===== config.mk =====
export PLATFORM = sky130hd
export DESIGN_NAME = one_wire_temperature_reader
export DESIGN_NICKNAME = d
export VERILOG_FILES = /design/src/rtl/core/owtr_pkg.sv /design/src/rtl/core/one_wire_temperature_reader.sv /design/src/rtl/core/owtr_cfg.sv /design/src/rtl/core/owtr_engine.sv
export SDC_FILE = /design/constraint.sdc
export NUM_CORES = 1
export LEC_CHECK = 0
export BUFFER_PORTS_ARGS = -buffer_cell sky130_fd_sc_hd__buf_4
export CAP_MARGIN = 20
export CORE_MARGIN = 2
export CORE_UTILIZATION = 52
export CTS_CLUSTER_SIZE = 20
export DETAILED_ROUTE_END_ITERATION = 12
export GPL_TIMING_DRIVEN = 0
export PLACE_DENSITY = 0.76
export SETUP_SLACK_MARGIN = 0.15
export SYNTH_ARGS = -nofsm -noshare
export SYNTH_HDL_FRONTEND = slang
export SYNTH_SLANG_ARGS = --single-unit
export TNS_END_PERCENT = 50

===== constraint.sdc =====
create_clock -name clk -period 8.55 [get_ports clk]
set_clock_uncertainty 0.05 [all_clocks]
set_input_delay 0.4275 -clock clk [delete_from_list [all_inputs] [get_ports clk]]
set_output_delay 0.4275 -clock clk [all_outputs]
set_load 0.02 [all_outputs]

===== src/rtl/core/owtr_pkg.sv =====
`timescale 1ns / 1ps
// Shared types, codes and constants for the one-wire temperature reader.
// No dependencies; every other file in rtl/core imports this package.
package owtr_pkg;

  // Width of one timing register.
  localparam int CFG_W = 10;

  // Stream payload widths, padded to whole bytes.
  localparam int IN_DATA_W  = 16;
  localparam int OUT_DATA_W = 32;

  // Configuration port.
  localparam int APB_ADDR_W = 5;
  localparam int APB_DATA_W = 32;

  // Register indexes (byte address / 4).
  localparam logic [2:0] REG_RESET_LOW      = 3'd0;
  localparam logic [2:0] REG_PRESENCE_SAMPLE = 3'd1;
  localparam logic [2:0] REG_WRITE_SETUP    = 3'd2;
  localparam logic [2:0] REG_WRITE_HOLD     = 3'd3;
  localparam logic [2:0] REG_READ_LOW       = 3'd4;
  localparam logic [2:0] REG_READ_SAMPLE    = 3'd5;
  localparam logic [2:0] REG_READ_RECOVER   = 3'd6;

  // Reset values of the timing registers, in ticks.
  localparam logic [CFG_W-1:0] RESET_LOW_DEF       = 10'd247;
  localparam logic [CFG_W-1:0] PRESENCE_SAMPLE_DEF = 10'd27;
  localparam logic [CFG_W-1:0] WRITE_SETUP_DEF     = 10'd5;
  localparam logic [CFG_W-1:0] WRITE_HOLD_DEF      = 10'd20;
  localparam logic [CFG_W-1:0] READ_LOW_DEF        = 10'd1;
  localparam logic [CFG_W-1:0] READ_SAMPLE_DEF     = 10'd1;
  localparam logic [CFG_W-1:0] READ_RECOVER_DEF    = 10'd17;

  // Command codes on the func field.
  localparam logic [2:0] FUNC_RESET = 3'd1;
  localparam logic [2:0] FUNC_WRITE = 3'd2;
  localparam logic [2:0] FUNC_READ  = 3'd3;
  localparam logic [2:0] FUNC_TEMP  = 3'd4;

  // Sensor ROM and function commands.
  localparam logic [7:0] CMD_SKIP_ROM = 8'hCC;
  localparam logic [7:0] CMD_CONVERT  = 8'h44;
  localparam logic [7:0] CMD_READ_PAD = 8'hBE;

  // Raw readings from this value up are negative.
  localparam logic [15:0] NEG_THRESHOLD = 16'h0FFF;

  // Read steps of a temperature read: low byte, then the last step, high byte.
  localparam logic [3:0] SEQ_LOW_BYTE  = 4'd7;
  localparam logic [3:0] SEQ_HIGH_BYTE = 4'd8;

  typedef enum logic [1:0] {
    OP_NONE  = 2'd0,
    OP_RESET = 2'd1,
    OP_WRITE = 2'd2,
    OP_READ  = 2'd3
  } op_t;

  typedef enum logic [3:0] {
    PH_IDLE      = 4'd0,
    PH_RST_LOW   = 4'd1,
    PH_RST_WAIT  = 4'd2,
    PH_RST_RISE  = 4'd3,
    PH_W_SETUP   = 4'd4,
    PH_W_HOLD    = 4'd5,
    PH_R_LOW     = 4'd6,
    PH_R_SAMPLE  = 4'd7,
    PH_R_RECOVER = 4'd8
  } phase_t;

  typedef struct packed {
    logic [CFG_W-1:0] reset_low;
    logic [CFG_W-1:0] presence_sample;
    logic [CFG_W-1:0] write_setup;
    logic [CFG_W-1:0] write_hold;
    logic [CFG_W-1:0] read_low;
    logic [CFG_W-1:0] read_sample;
    logic [CFG_W-1:0] read_recover;
  } cfg_regs_t;

  // One result item as produced by the engine.
  typedef struct packed {
    logic        temp_negative;
    logic [15:0] temp_tenths;
    logic [7:0]  rx_byte;
    logic        presence;
    logic        done_res;
    logic        busy_res;
    logic        drive_low;
  } result_t;

  typedef struct packed {
    logic        negative;
    logic [15:0] tenths;
  } temp_t;

  // Operation run at each step of a temperature read.
  function automatic op_t seq_kind(input logic [3:0] step);
    op_t k;
    case (step)
      4'd1, 4'd4:       k = OP_RESET;
      4'd2, 4'd3,
      4'd5, 4'd6:       k = OP_WRITE;
      4'd7, 4'd8:       k = OP_READ;
      default:          k = OP_NONE;
    endcase
    return k;
  endfunction

  // Byte sent at each write step of a temperature read.
  function automatic logic [7:0] seq_byte(input logic [3:0] step);
    logic [7:0] b;
    case (step)
      4'd2, 4'd5: b = CMD_SKIP_ROM;
      4'd3:       b = CMD_CONVERT;
      4'd6:       b = CMD_READ_PAD;
      default:    b = 8'h00;
    endcase
    return b;
  endfunction

  // Sign and magnitude in tenths: magnitude * 0.625, truncated.
  function automatic temp_t temp_convert(input logic [15:0] raw);
    temp_t      t;
    logic [15:0] mag;
    logic [18:0] times5;
    t.negative = (raw >= NEG_THRESHOLD);
    mag        = t.negative ? (~raw + 16'd1) : raw;
    times5     = {1'b0, mag, 2'b00} + {3'b000, mag};
    t.tenths   = times5[18:3];
    return t;
  endfunction

endpackage


===== src/rtl/core/one_wire_temperature_reader.sv =====
`timescale 1ns / 1ps
// One-wire bus master that reads a temperature sensor, tick by tick.
//
// Channels: in_* carries one bus tick per transfer (command, byte to send,
// sampled line level); out_* returns one result per accepted tick (line
// drive, busy, done, presence, last received byte, temperature). The cfg_*
// APB port holds seven phase lengths in ticks at byte addresses 0..24.
// Output: the result of a tick is registered and on out_tdata in the cycle
// after its transfer. Throughput: one tick per cycle while in_tready is
// high; the state update for a tick is a single pass through the slot
// sequencer between the state registers and the output register.
// Stall: the output register frees up in the cycle it is taken, so in_tready
// is high whenever the output register is empty or being drained; a stalled
// receiver holds in_tready low and no tick is lost.
// Reset (rst_n, synchronous): the sequencer is idle, all reported values
// are zero, timing registers return to their defaults, no result is valid.
// Depends on owtr_pkg, owtr_cfg and owtr_engine.
module one_wire_temperature_reader #(
  parameter int TICK_COUNT_BITS = 10
) (
  input  logic                               clk,
  input  logic                               rst_n,
  input  logic                               in_tvalid,
  output logic                               in_tready,
  // [2:0] func, [10:3] tx_byte, [11] line_level, [15:12] zero
  input  logic [owtr_pkg::IN_DATA_W-1:0]     in_tdata,
  output logic                               out_tvalid,
  input  logic                               out_tready,
  // [0] drive_low, [1] busy_res, [2] done_res, [3] presence,
  // [11:4] rx_byte, [27:12] temp_tenths, [28] temp_negative, [31:29] zero
  output logic [owtr_pkg::OUT_DATA_W-1:0]    out_tdata,
  input  logic                               cfg_psel,
  input  logic                               cfg_penable,
  input  logic                               cfg_pwrite,
  input  logic [owtr_pkg::APB_ADDR_W-1:0]    cfg_paddr,
  input  logic [owtr_pkg::APB_DATA_W-1:0]    cfg_pwdata,
  output logic [owtr_pkg::APB_DATA_W-1:0]    cfg_prdata,
  output logic                               cfg_pready
);
  import owtr_pkg::*;

  cfg_regs_t             regs;
  result_t               result;
  logic                  in_fire;
  logic                  eng_idle;
  logic                  out_tvalid_r, out_tvalid_nxt;
  logic [OUT_DATA_W-1:0] out_tdata_r, out_tdata_nxt;

  assign in_tready = ~out_tvalid_r | out_tready;
  assign in_fire   = in_tvalid & in_tready;

  owtr_cfg u_cfg (
    .clk     (clk),
    .rst_n   (rst_n),
    .psel    (cfg_psel),
    .penable (cfg_penable),
    .pwrite  (cfg_pwrite),
    .paddr   (cfg_paddr),
    .pwdata  (cfg_pwdata),
    .prdata  (cfg_prdata),
    .pready  (cfg_pready),
    .regs    (regs)
  );

  owtr_engine #(
    .TICK_COUNT_BITS (TICK_COUNT_BITS)
  ) u_engine (
    .clk        (clk),
    .rst_n      (rst_n),
    .step       (in_fire),
    .func       (in_tdata[2:0]),
    .tx_byte    (in_tdata[10:3]),
    .line_level (in_tdata[11]),
    .regs       (regs),
    .result     (result),
    .idle       (eng_idle)
  );

  // Output register: loads on each accepted tick, clears when taken.
  always_comb begin
    out_tvalid_nxt = out_tvalid_r;
    out_tdata_nxt  = out_tdata_r;
    if (in_fire) begin
      out_tvalid_nxt = 1'b1;
      out_tdata_nxt  = {3'b000, result.temp_negative, result.temp_tenths,
                        result.rx_byte, result.presence, result.done_res,
                        result.busy_res, result.drive_low};
    end else if (out_tready) begin
      out_tvalid_nxt = 1'b0;
    end
  end

  always_ff @(posedge clk) begin
    if (!rst_n) begin
      out_tvalid_r <= 1'b0;
    end else begin
      out_tvalid_r <= out_tvalid_nxt;
    end
    out_tdata_r <= out_tdata_nxt;
  end

  assign out_tvalid = out_tvalid_r;
  assign out_tdata  = out_tdata_r;

  // A finishing command always leaves the sequencer idle.
  a_done_not_busy: assert property (@(posedge clk) disable iff (!rst_n)
    out_tvalid_r |-> !(out_tdata_r[2] && out_tdata_r[1]))
    else $error("done and busy reported on the same tick");

  // An idle tick with no command neither drives the bus nor starts work.
  a_idle_noop: assert property (@(posedge clk) disable iff (!rst_n)
    (in_fire && eng_idle && (in_tdata[2:0] < FUNC_RESET || in_tdata[2:0] > FUNC_TEMP))
      |=> (out_tvalid_r && !out_tdata_r[0] && !out_tdata_r[1] && !out_tdata_r[2]))
    else $error("idle tick changed the bus or started a command");

  // The busy flag of each result matches the sequencer state that follows.
  a_busy_tracks: assert property (@(posedge clk) disable iff (!rst_n)
    in_fire |=> (out_tvalid_r && (out_tdata_r[1] == !eng_idle)))
    else $error("busy flag disagrees with sequencer state");

endmodule


===== src/rtl/core/owtr_cfg.sv =====
`timescale 1ns / 1ps
// APB-style register file holding the seven bus timing registers.
// Depends on owtr_pkg.
module owtr_cfg (
  input  logic                              clk,
  input  logic                              rst_n,
  input  logic                              psel,
  input  logic                              penable,
  input  logic                              pwrite,
  input  logic [owtr_pkg::APB_ADDR_W-1:0]   paddr,
  input  logic [owtr_pkg::APB_DATA_W-1:0]   pwdata,
  output logic [owtr_pkg::APB_DATA_W-1:0]   prdata,
  output logic                              pready,
  output owtr_pkg::cfg_regs_t               regs
);
  import owtr_pkg::*;

  cfg_regs_t        regs_r;
  cfg_regs_t        regs_nxt;
  logic [2:0]       index;
  logic [CFG_W-1:0] wval;
  logic [CFG_W-1:0] rval;
  logic             wr_en;

  assign pready = 1'b1;
  assign index  = paddr[4:2];
  assign wval   = pwdata[CFG_W-1:0];
  assign wr_en  = psel & penable & pwrite & pready;
  assign regs   = regs_r;

  // Write decode: addresses past the last register are ignored.
  always_comb begin
    regs_nxt = regs_r;
    if (wr_en) begin
      unique case (index)
        REG_RESET_LOW:       regs_nxt.reset_low       = wval;
        REG_PRESENCE_SAMPLE: regs_nxt.presence_sample = wval;
        REG_WRITE_SETUP:     regs_nxt.write_setup     = wval;
        REG_WRITE_HOLD:      regs_nxt.write_hold      = wval;
        REG_READ_LOW:        regs_nxt.read_low        = wval;
        REG_READ_SAMPLE:     regs_nxt.read_sample     = wval;
        REG_READ_RECOVER:    regs_nxt.read_recover    = wval;
        default:             regs_nxt = regs_r;
      endcase
    end
  end

  // Read decode.
  always_comb begin
    unique case (index)
      REG_RESET_LOW:       rval = regs_r.reset_low;
      REG_PRESENCE_SAMPLE: rval = regs_r.presence_sample;
      REG_WRITE_SETUP:     rval = regs_r.write_setup;
      REG_WRITE_HOLD:      rval = regs_r.write_hold;
      REG_READ_LOW:        rval = regs_r.read_low;
      REG_READ_SAMPLE:     rval = regs_r.read_sample;
      REG_READ_RECOVER:    rval = regs_r.read_recover;
      default:             rval = '0;
    endcase
  end

  assign prdata = {{(APB_DATA_W-CFG_W){1'b0}}, rval};

  always_ff @(posedge clk) begin
    if (!rst_n) begin
      regs_r.reset_low       <= RESET_LOW_DEF;
      regs_r.presence_sample <= PRESENCE_SAMPLE_DEF;
      regs_r.write_setup     <= WRITE_SETUP_DEF;
      regs_r.write_hold      <= WRITE_HOLD_DEF;
      regs_r.read_low        <= READ_LOW_DEF;
      regs_r.read_sample     <= READ_SAMPLE_DEF;
      regs_r.read_recover    <= READ_RECOVER_DEF;
    end else begin
      regs_r <= regs_nxt;
    end
  end

endmodule


===== src/rtl/core/owtr_engine.sv =====
`timescale 1ns / 1ps
// Bus sequencer: advances the one-wire slot state machine by one tick per
// accepted item and forms that tick's result. Depends on owtr_pkg.
module owtr_engine #(
  parameter int TICK_COUNT_BITS = 10
) (
  input  logic                 clk,
  input  logic                 rst_n,
  input  logic                 step,
  input  logic [2:0]           func,
  input  logic [7:0]           tx_byte,
  input  logic                 line_level,
  input  owtr_pkg::cfg_regs_t  regs,
  output owtr_pkg::result_t    result,
  output logic                 idle
);
  import owtr_pkg::*;

  localparam int CMPW = ((TICK_COUNT_BITS > CFG_W) ? TICK_COUNT_BITS : CFG_W) + 1;

  phase_t                     phase_r, phase_nxt;
  logic [TICK_COUNT_BITS-1:0] cnt_r, cnt_nxt;
  logic [2:0]                 bit_r, bit_nxt;
  logic [7:0]                 shift_r, shift_nxt;
  logic [3:0]                 seq_r, seq_nxt;
  logic [7:0]                 low_byte_r, low_byte_nxt;
  logic [7:0]                 rx_r, rx_nxt;
  logic                       pres_r, pres_nxt;
  logic [15:0]                tenths_r, tenths_nxt;
  logic                       neg_r, neg_nxt;

  assign idle = (phase_r == PH_IDLE);

  // Phase entered when an operation starts.
  function automatic phase_t op_phase(input op_t op);
    phase_t p;
    case (op)
      OP_RESET: p = PH_RST_LOW;
      OP_WRITE: p = PH_W_SETUP;
      default:  p = PH_R_LOW;
    endcase
    return p;
  endfunction

  // One tick: command start, phase work, then the finish of an operation.
  always_comb begin
    logic [CFG_W-1:0] len;
    logic [CMPW-1:0]  lim;
    logic [CMPW-1:0]  c_ext;
    logic             plast;
    logic [TICK_COUNT_BITS-1:0] cnt_step;
    logic             fin;
    logic             drive;
    logic             done;
    op_t              op;
    temp_t            t;

    phase_nxt    = phase_r;
    cnt_nxt      = cnt_r;
    bit_nxt      = bit_r;
    shift_nxt    = shift_r;
    seq_nxt      = seq_r;
    low_byte_nxt = low_byte_r;
    rx_nxt       = rx_r;
    pres_nxt     = pres_r;
    tenths_nxt   = tenths_r;
    neg_nxt      = neg_r;
    fin          = 1'b0;
    drive        = 1'b0;
    done         = 1'b0;
    op           = OP_NONE;
    t            = '0;

    // A command taken while idle; its first tick is this one.
    if (phase_r == PH_IDLE && func >= FUNC_RESET && func <= FUNC_TEMP) begin
      if (func == FUNC_TEMP) begin
        seq_nxt = 4'd1;
        op      = seq_kind(4'd1);
      end else begin
        seq_nxt = 4'd0;
        op      = op_t'(func[1:0]);
      end
      cnt_nxt   = '0;
      bit_nxt   = 3'd0;
      phase_nxt = op_phase(op);
      shift_nxt = (op == OP_WRITE) ? tx_byte : 8'h00;
    end

    // Length of the current timed phase and its end-of-phase test.
    case (phase_nxt)
      PH_RST_LOW:   len = regs.reset_low;
      PH_RST_WAIT:  len = regs.presence_sample;
      PH_W_SETUP:   len = regs.write_setup;
      PH_W_HOLD:    len = regs.write_hold;
      PH_R_LOW:     len = regs.read_low;
      PH_R_SAMPLE:  len = regs.read_sample;
      PH_R_RECOVER: len = regs.read_recover;
      default:      len = '0;
    endcase
    lim      = (len == '0) ? CMPW'(1) : CMPW'(len);
    c_ext    = CMPW'(cnt_nxt);
    plast    = ((c_ext + CMPW'(1)) >= lim) || (cnt_nxt == '1);
    cnt_step = plast ? '0 : (cnt_nxt + TICK_COUNT_BITS'(1));

    unique case (phase_nxt)
      PH_IDLE: begin
      end
      PH_RST_LOW: begin
        drive   = 1'b1;
        cnt_nxt = cnt_step;
        if (plast) phase_nxt = PH_RST_WAIT;
      end
      PH_RST_WAIT: begin
        cnt_nxt = cnt_step;
        if (plast) begin
          if (!line_level) begin
            pres_nxt  = 1'b1;
            phase_nxt = PH_RST_RISE;
          end else begin
            pres_nxt = 1'b0;
            fin      = 1'b1;
          end
        end
      end
      PH_RST_RISE: begin
        // Waits with no timeout for the line to come back high.
        if (line_level) fin = 1'b1;
      end
      PH_W_SETUP: begin
        drive   = 1'b1;
        cnt_nxt = cnt_step;
        if (plast) phase_nxt = PH_W_HOLD;
      end
      PH_W_HOLD: begin
        drive   = ~shift_nxt[0];
        cnt_nxt = cnt_step;
        if (plast) begin
          shift_nxt = {1'b0, shift_nxt[7:1]};
          bit_nxt   = bit_nxt + 3'd1;
          if (bit_nxt == 3'd0) fin = 1'b1;
          else phase_nxt = PH_W_SETUP;
        end
      end
      PH_R_LOW: begin
        drive   = 1'b1;
        cnt_nxt = cnt_step;
        if (plast) phase_nxt = PH_R_SAMPLE;
      end
      PH_R_SAMPLE: begin
        cnt_nxt = cnt_step;
        if (plast) begin
          if (line_level) shift_nxt[bit_nxt] = 1'b1;
          phase_nxt = PH_R_RECOVER;
        end
      end
      PH_R_RECOVER: begin
        cnt_nxt = cnt_step;
        if (plast) begin
          bit_nxt = bit_nxt + 3'd1;
          if (bit_nxt == 3'd0) begin
            if (seq_nxt == 4'd0) rx_nxt = shift_nxt;
            fin = 1'b1;
          end else begin
            phase_nxt = PH_R_LOW;
          end
        end
      end
      default: begin
        phase_nxt = PH_IDLE;
        seq_nxt   = 4'd0;
      end
    endcase

    // End of an operation: report, or move to the next sequence step.
    if (fin) begin
      phase_nxt = PH_IDLE;
      if (seq_nxt == 4'd0 || seq_nxt > SEQ_HIGH_BYTE) begin
        seq_nxt = 4'd0;
        done    = 1'b1;
      end else if (seq_nxt == SEQ_HIGH_BYTE) begin
        t          = temp_convert({shift_nxt, low_byte_nxt});
        neg_nxt    = t.negative;
        tenths_nxt = t.tenths;
        seq_nxt    = 4'd0;
        done       = 1'b1;
      end else begin
        if (seq_nxt == SEQ_LOW_BYTE) low_byte_nxt = shift_nxt;
        seq_nxt   = seq_nxt + 4'd1;
        op        = seq_kind(seq_nxt);
        cnt_nxt   = '0;
        bit_nxt   = 3'd0;
        phase_nxt = op_phase(op);
        shift_nxt = (op == OP_WRITE) ? seq_byte(seq_nxt) : 8'h00;
      end
    end

    result.drive_low     = drive;
    result.busy_res      = (phase_nxt != PH_IDLE);
    result.done_res      = done;
    result.presence      = pres_nxt;
    result.rx_byte       = rx_nxt;
    result.temp_tenths   = tenths_nxt;
    result.temp_negative = neg_nxt;
  end

  // State advances once per accepted tick.
  always_ff @(posedge clk) begin
    if (!rst_n) begin
      phase_r    <= PH_IDLE;
      cnt_r      <= '0;
      bit_r      <= 3'd0;
      shift_r    <= 8'h00;
      seq_r      <= 4'd0;
      low_byte_r <= 8'h00;
      rx_r       <= 8'h00;
      pres_r     <= 1'b0;
      tenths_r   <= 16'h0000;
      neg_r      <= 1'b0;
    end else if (step) begin
      phase_r    <= phase_nxt;
      cnt_r      <= cnt_nxt;
      bit_r      <= bit_nxt;
      shift_r    <= shift_nxt;
      seq_r      <= seq_nxt;
      low_byte_r <= low_byte_nxt;
      rx_r       <= rx_nxt;
      pres_r     <= pres_nxt;
      tenths_r   <= tenths_nxt;
      neg_r      <= neg_nxt;
    end
  end

endmodule

# Word level (Yosys, flattened, before mapping)

Memory sizes are Yosys's and may differ from the RTL's.
Index checks and enable logic that the tools add are counted.

Eq/ne operators: 26
Reductions and logical operators: 28
Multiplexer cells: 80
Bitwise logic cells: 10
Div/mod/pow operators: 0
$add $sub $neg: 6
Shift-type cells: 0
Magnitude comparators: 7
Multipliers: 0

Operators by type and width:

| kind                                                                 | count |
|---|---|
| one-hot mux 10 bit (7 select lines)                                  | 2 |
| two-way mux 8 bit                                                    | 13 |
| two-way mux 4 bit                                                    | 19 |
| two-way mux 10 bit                                                   | 7 |
| two-way mux 16 bit                                                   | 4 |
| one-hot mux 4 bit (8 select lines)                                   | 1 |
| == test 4 x 3 -> 1 bit (second input constant)                       | 7 |
| one-hot mux 8 bit (3 select lines)                                   | 1 |
| adder 18 x 16 -> 19 bit                                              | 1 |
| two-way mux 3 bit                                                    | 6 |
| adder 16 x 1 -> 16 bit (second input constant)                       | 1 |
| == test 4 x 2 -> 1 bit (second input constant)                       | 4 |
| greater-or-equal comparator 16 x 12 -> 1 bit (second input constant) | 1 |
| zero test 4 bit                                                      | 4 |
| two-way mux 1 bit                                                    | 16 |
| inverter 16 bit                                                      | 1 |
| one-hot mux 8 bit (2 select lines)                                   | 1 |
| AND reduction 2 bit                                                  | 7 |
| == test 3 bit (second input constant)                                | 4 |
| one-hot mux 3 bit (2 select lines)                                   | 2 |
| adder 10 x 1 -> 11 bit (second input constant)                       | 1 |
| greater-or-equal comparator 11 bit                                   | 1 |
| adder 10 x 1 -> 10 bit (second input constant)                       | 1 |
| == test 10 bit (second input constant)                               | 1 |
| other kinds (31)                                                     | 51 |

Output and inout port bits: 67
Logic and storage cells: 178
RAM bits: 0
Memories: 1
Bits of input ports: 60
Bits in registers: 163
Latch bits: 0
Bits in read-only memories: 32

Memory list:

| memory           | depth | width | read ports | clocked after memory_dff | write ports | RTL line        | text |
|---|---|---|---|---|---|---|---|
| (name not given) | 16    | 2     | 1          | 0                        | 0           | owtr_pkg.sv:101 | `case (step)` |

# Depth between registers and ports, before layout

Depth in word-level cells: 22
Depth in mapped cells: 42

# Modules after synthesis

Synthesis repeated with hierarchy kept, for this count alone.

Cells, all modules: 1,243
Area, all modules: 10,551.4 um^2

By module, submodules not included:

| module                      | times used | cells an instance | area an instance (um^2) |
|---|---|---|---|
| owtr_engine                 | 1          | 843               | 5,998.3 |
| owtr_cfg                    | 1          | 362               | 3,598.5 |
| one_wire_temperature_reader | 1          | 38                | 954.7 |

# Worst setup path after synthesis

No wires, ideal clock.

Path type: in2reg
Start point: in in_tdata[1] (netlist bit)
End point: reg out_tdata_r[25], in the netlist out_tdata[25], data pin
Library setup time: 0.269 ns
Setup slack: 0.735 ns
Arrival time: 7.496 ns
Stages on the path: 38
Path buffers: 4
Cell sequence: or3_1 buf_4 a41oi_4 clkbuf_1 mux2i_1 nor2_1 a221oi_1 o21ai_0 a221oi_1 nand3_1 nor3_1 nand3b_1 ha_1 nor2b_1 o21ai_0 a21oi_1 o21a_2 nor3_1 [2 not listed] and2_1 buf_2 clkbuf_1 a21oi_1 xor2_1 ha_1 nor2b_1 o21ai_0 a21boi_0 o21ai_0 a21oi_1 o21ai_0 a21oi_1 o21a_1 o41a_1 a31oi_1 xor2_1 o21ai_0

RTL lines:

| element                | RTL line                          | text |
|---|---|---|
| start: declaration     | one_wire_temperature_reader.sv:26 | `input logic [owtr_pkg::IN_DATA_W-1:0] in_tdata,` |
| end signal: assignment | one_wire_temperature_reader.sv:99 | `out_tdata_r <= out_tdata_nxt;` |
| end: declaration       | one_wire_temperature_reader.sv:47 | `logic [OUT_DATA_W-1:0] out_tdata_r, out_tdata_nxt;` |

==> results_dict.tcl <==
set metrics [dict create \
    final_util 0.621 \
    numPortBuffers 70 \
    cp-end-kind "flip-flop" \
    grt_pass1_vias 8899 \
    yosys-top-cells-area "dfxtp_1 (26%), edfxtp_1 (8.6%), nand2_1 (8.3%), a21oi_1 (5.2%), ha_1 (4.7%)" \
    fp.coreArea_um2 19300 \
    rows 51 \
    intPower_mw 1.58 \
    met1_usage 0.393 \
    dr.pass1.iters 5 \
    place_ws_ps -1390 \
    netlist.area_leader.share 0.264 \
    die_h_um 144 \
    grt_pass1_wl_mm 48.1 \
    sw_frac_of_total 0.341 \
    max-vdd-ir-drop_mv 0.168 \
    cts_buffer_depth 2 \
    hold_viol_final 0 \
    finalWirelength_mm 31.2 \
    pwr-share-comb 0.317 \
    clkTransAtPathRegs_ps 60 \
    final_layout_size_suffix_gt1_frac 0.175 \
    fin_cells 1650 \
    netlist_instances 1246 \
    max-cap-violations 0 \
    regToRegSetupSlack_ps 500 \
    vias 9929 \
    viasPerCell 6.02 \
    cpPeakStageDelay_ps 370 \
    startpoint_type "flip-flop" \
    grt_max_degree 39 \
    crit_arrival_ps 8170 \
    postRouteAntennaNets 0 \
    drt_iter0_drc 1126 \
    criticalPathCategory "flip-flop to flip-flop" \
    htreeDepth 4 \
    gp_congestion 0.941 \
    p_leak_nw 4.73 \
    rsz0062_at_grt "false" \
    cts_hold_buf 0 \
    avgSynthCellArea_um2 8.16 \
    final_cell_area_um2 12000 \
    period_needed_ps 8050 \
    syn2layout_area_growth_pct 18.1 \
    io_pins 127 \
    synth_edf_count 29 \
    nFillCells 1713 \
    drc 0 \
    yosysSeqAreaShare 0.349 \
    outcome "complete, no violations" \
    place_area_um2 11200 \
    crit_slowest_cell "o41a_1" \
    synth-async-reset-ratio 0 \
    setup_violations 0 \
    track_usage 0.301 \
    pwr-share-seq 0.342 \
    wl_per_cell_um 18.9 \
    worstPathMaxFanout 10 \
    synth_area_um2 10200 \
    fin_hold_ws_ps 192 \
    yosys_warnings 0 \
    dominantRegCellSynth "dfxtp_1" \
    overflow 0 \
    cp_top_family "compound AO/OA/AOI/OAI gates" \
    cts_tree "built" \
    synth_common_cells "nand2_1 (224), dfxtp_1 (134), nor2_1 (123), a21oi_1 (106), o21ai_0 (55)" \
    tightest_slew_ps 1040 \
    yosysMostFrequentCell "nand2_1" \
    diodes 0 \
    setup_ws_ps 504 \
    finalCritPeriodShare 0.941 \
    nets 1471 \
    yosys.area.top_type "dfxtp_1" \
    yosysUniqueCellTypes 84 \
    start_util 0.526 \
    place_hpwl_mm 21.8 \
    dp_cells 1611 \
    cts_buffers 17 \
    slew_headroom 0.304 \
    die_w_um 144 \
    clk_latency_ps 440 \
    slew_violations 0 \
    die_area_um2 20700 \
    antenna_found_initial 0 \
    tns_ps 0 \
    total_power_mw 2.40 \
    use_met2 0.490 \
    hold_class "input pin to flip-flop" \
    cts.sinks 163 \
    cts_root_buf "clkbuf_16" \
    ys_ff_latch 163 \
    max_freq_mhz 124 \
    critical_path_buf_inv_count 5 \
    critPathRequiredTime_ps 8670 \
    met3_usage 0.0563 \
    power.switching_uw 820 \
    pwr-share-clk 0.341 \
    top_usage_layer "met2" \
    power_density_nw_per_um2 200 \
]
## cell families after synthesis
logic type / count (synthesis) / synth area share
flip-flops: 163 / 0.349
buffers and inverters: 126 / 0.0584
multiplexers: 79 / 0.0974
AND/OR/NAND/NOR: 517 / 0.233
other: 2 / 0.000738
adder cells (fa/ha/maj): 40 / 0.0497
AO/OA/AOI/OAI: 294 / 0.190
XOR/XNOR: 25 / 0.0215
## cell usage in the layout (no fill, tap or decap), types with 5 or more instances in the layout
master and count:
nand4_1 9, buf_2 7, buf_4 109, mux2i_1 45, a22oi_1 19, xor2_1 12
xnor2_1 13, ha_1 37, and2_1 11, mux4_2 14, nor2b_1 6, nor2_1 122
nand3_1 49, nor3_1 26, conb_1 26, dfxtp_1 131, and3_1 15, clkbuf_16 18
a21oi_2 5, o21ai_0 49, o211a_1 5, nand2b_1 14, mux2_2 20, clkbuf_1 42
inv_1 32, a21oi_1 104, o21a_1 6, a221oi_1 5, o31ai_1 6, buf_1 9
a31oi_1 8, o21ai_1 14, nand2_1 221, or3_1 9, a211oi_1 12, clkbuf_4 8
edfxtp_1 29
## flip-flops by register name (all words and copies together) (netlist names)
| signal | count |
|---|---|
| out_tdata | 29 |
| out_tvalid | 1 |
| u_engine.rx_r | 8 |
| u_cfg.regs | 70 |
| u_engine.seq_r | 4 |
| u_engine.pres_r | 1 |
| u_engine.cnt_r | 10 |
| u_engine.phase_r | 4 |
| u_engine.bit_r | 3 |
| u_engine.low_byte_r | 8 |
| u_engine.shift_r | 8 |
| u_engine.tenths_r | 16 |
| u_engine.neg_r | 1 |
## area by class of cell
type,instances,area (µm²),share of cell area
Multi-Input combinational cell,981,6230,0.519
Sequential cell,163,3560,0.296
Timing Repair Buffer,83,626,0.0521
Buffer,94,518,0.0431
Clock buffer,24,503,0.0419
Tap cell,265,332,0.0276
Clock inverter,8,123,0.0102
Inverter,32,120,0.0100
## power by group through the flow
stage	clock network [mW]	logic [mW]	registers, mW
floorplan	0	0.468	0.850
finish	0.819	0.762	0.823
detailed placement	0	0.675	0.839
global placement	0	0.667	0.839
CTS	0.819	0.703	0.822
global route	0.854	0.814	0.826
## routing by layer
layer	up-vias	part of all wire	wire, µm
li1	4643	-	-
met1	4595	0.40	12600
met2	580	0.46	14400
met3	111	0.095	2960
met4	0	0.039	1230
met5	-	0	0
## final timing paths
path                                               to                   from  cells after the start
worst min register to register  u_engine.tenths_r[10]  u_engine.tenths_r[10]                      2
worst max register to register          out_tdata[25]    u_engine.phase_r[0]                     38
worst min-delay path                       out_tvalid              in_tvalid                      3
worst max-delay path                    out_tdata[25]    u_engine.phase_r[0]                     38
## worst register-to-register path: cells and delay by family, from the launching register on
family	cells	cell delay, ps
buffers and inverters	5	1020
and+or+nand+nor	12	1900
AOI/OAI and AO/OA	17	3360
DFF	1	360
adders and majority gates	2	620
xor gates and xnor gates	2	480
## what timing repair did
action                                 in CTS  in global routing
setup endpoints to repair                  24                  8
endpoints found under the hold margin       0                  0
gates resized for setup                    23                 40
setup buffers                               4                  3
pin swaps                                   2                  5
No activity file was read; power rests on OpenSTA's default activity.
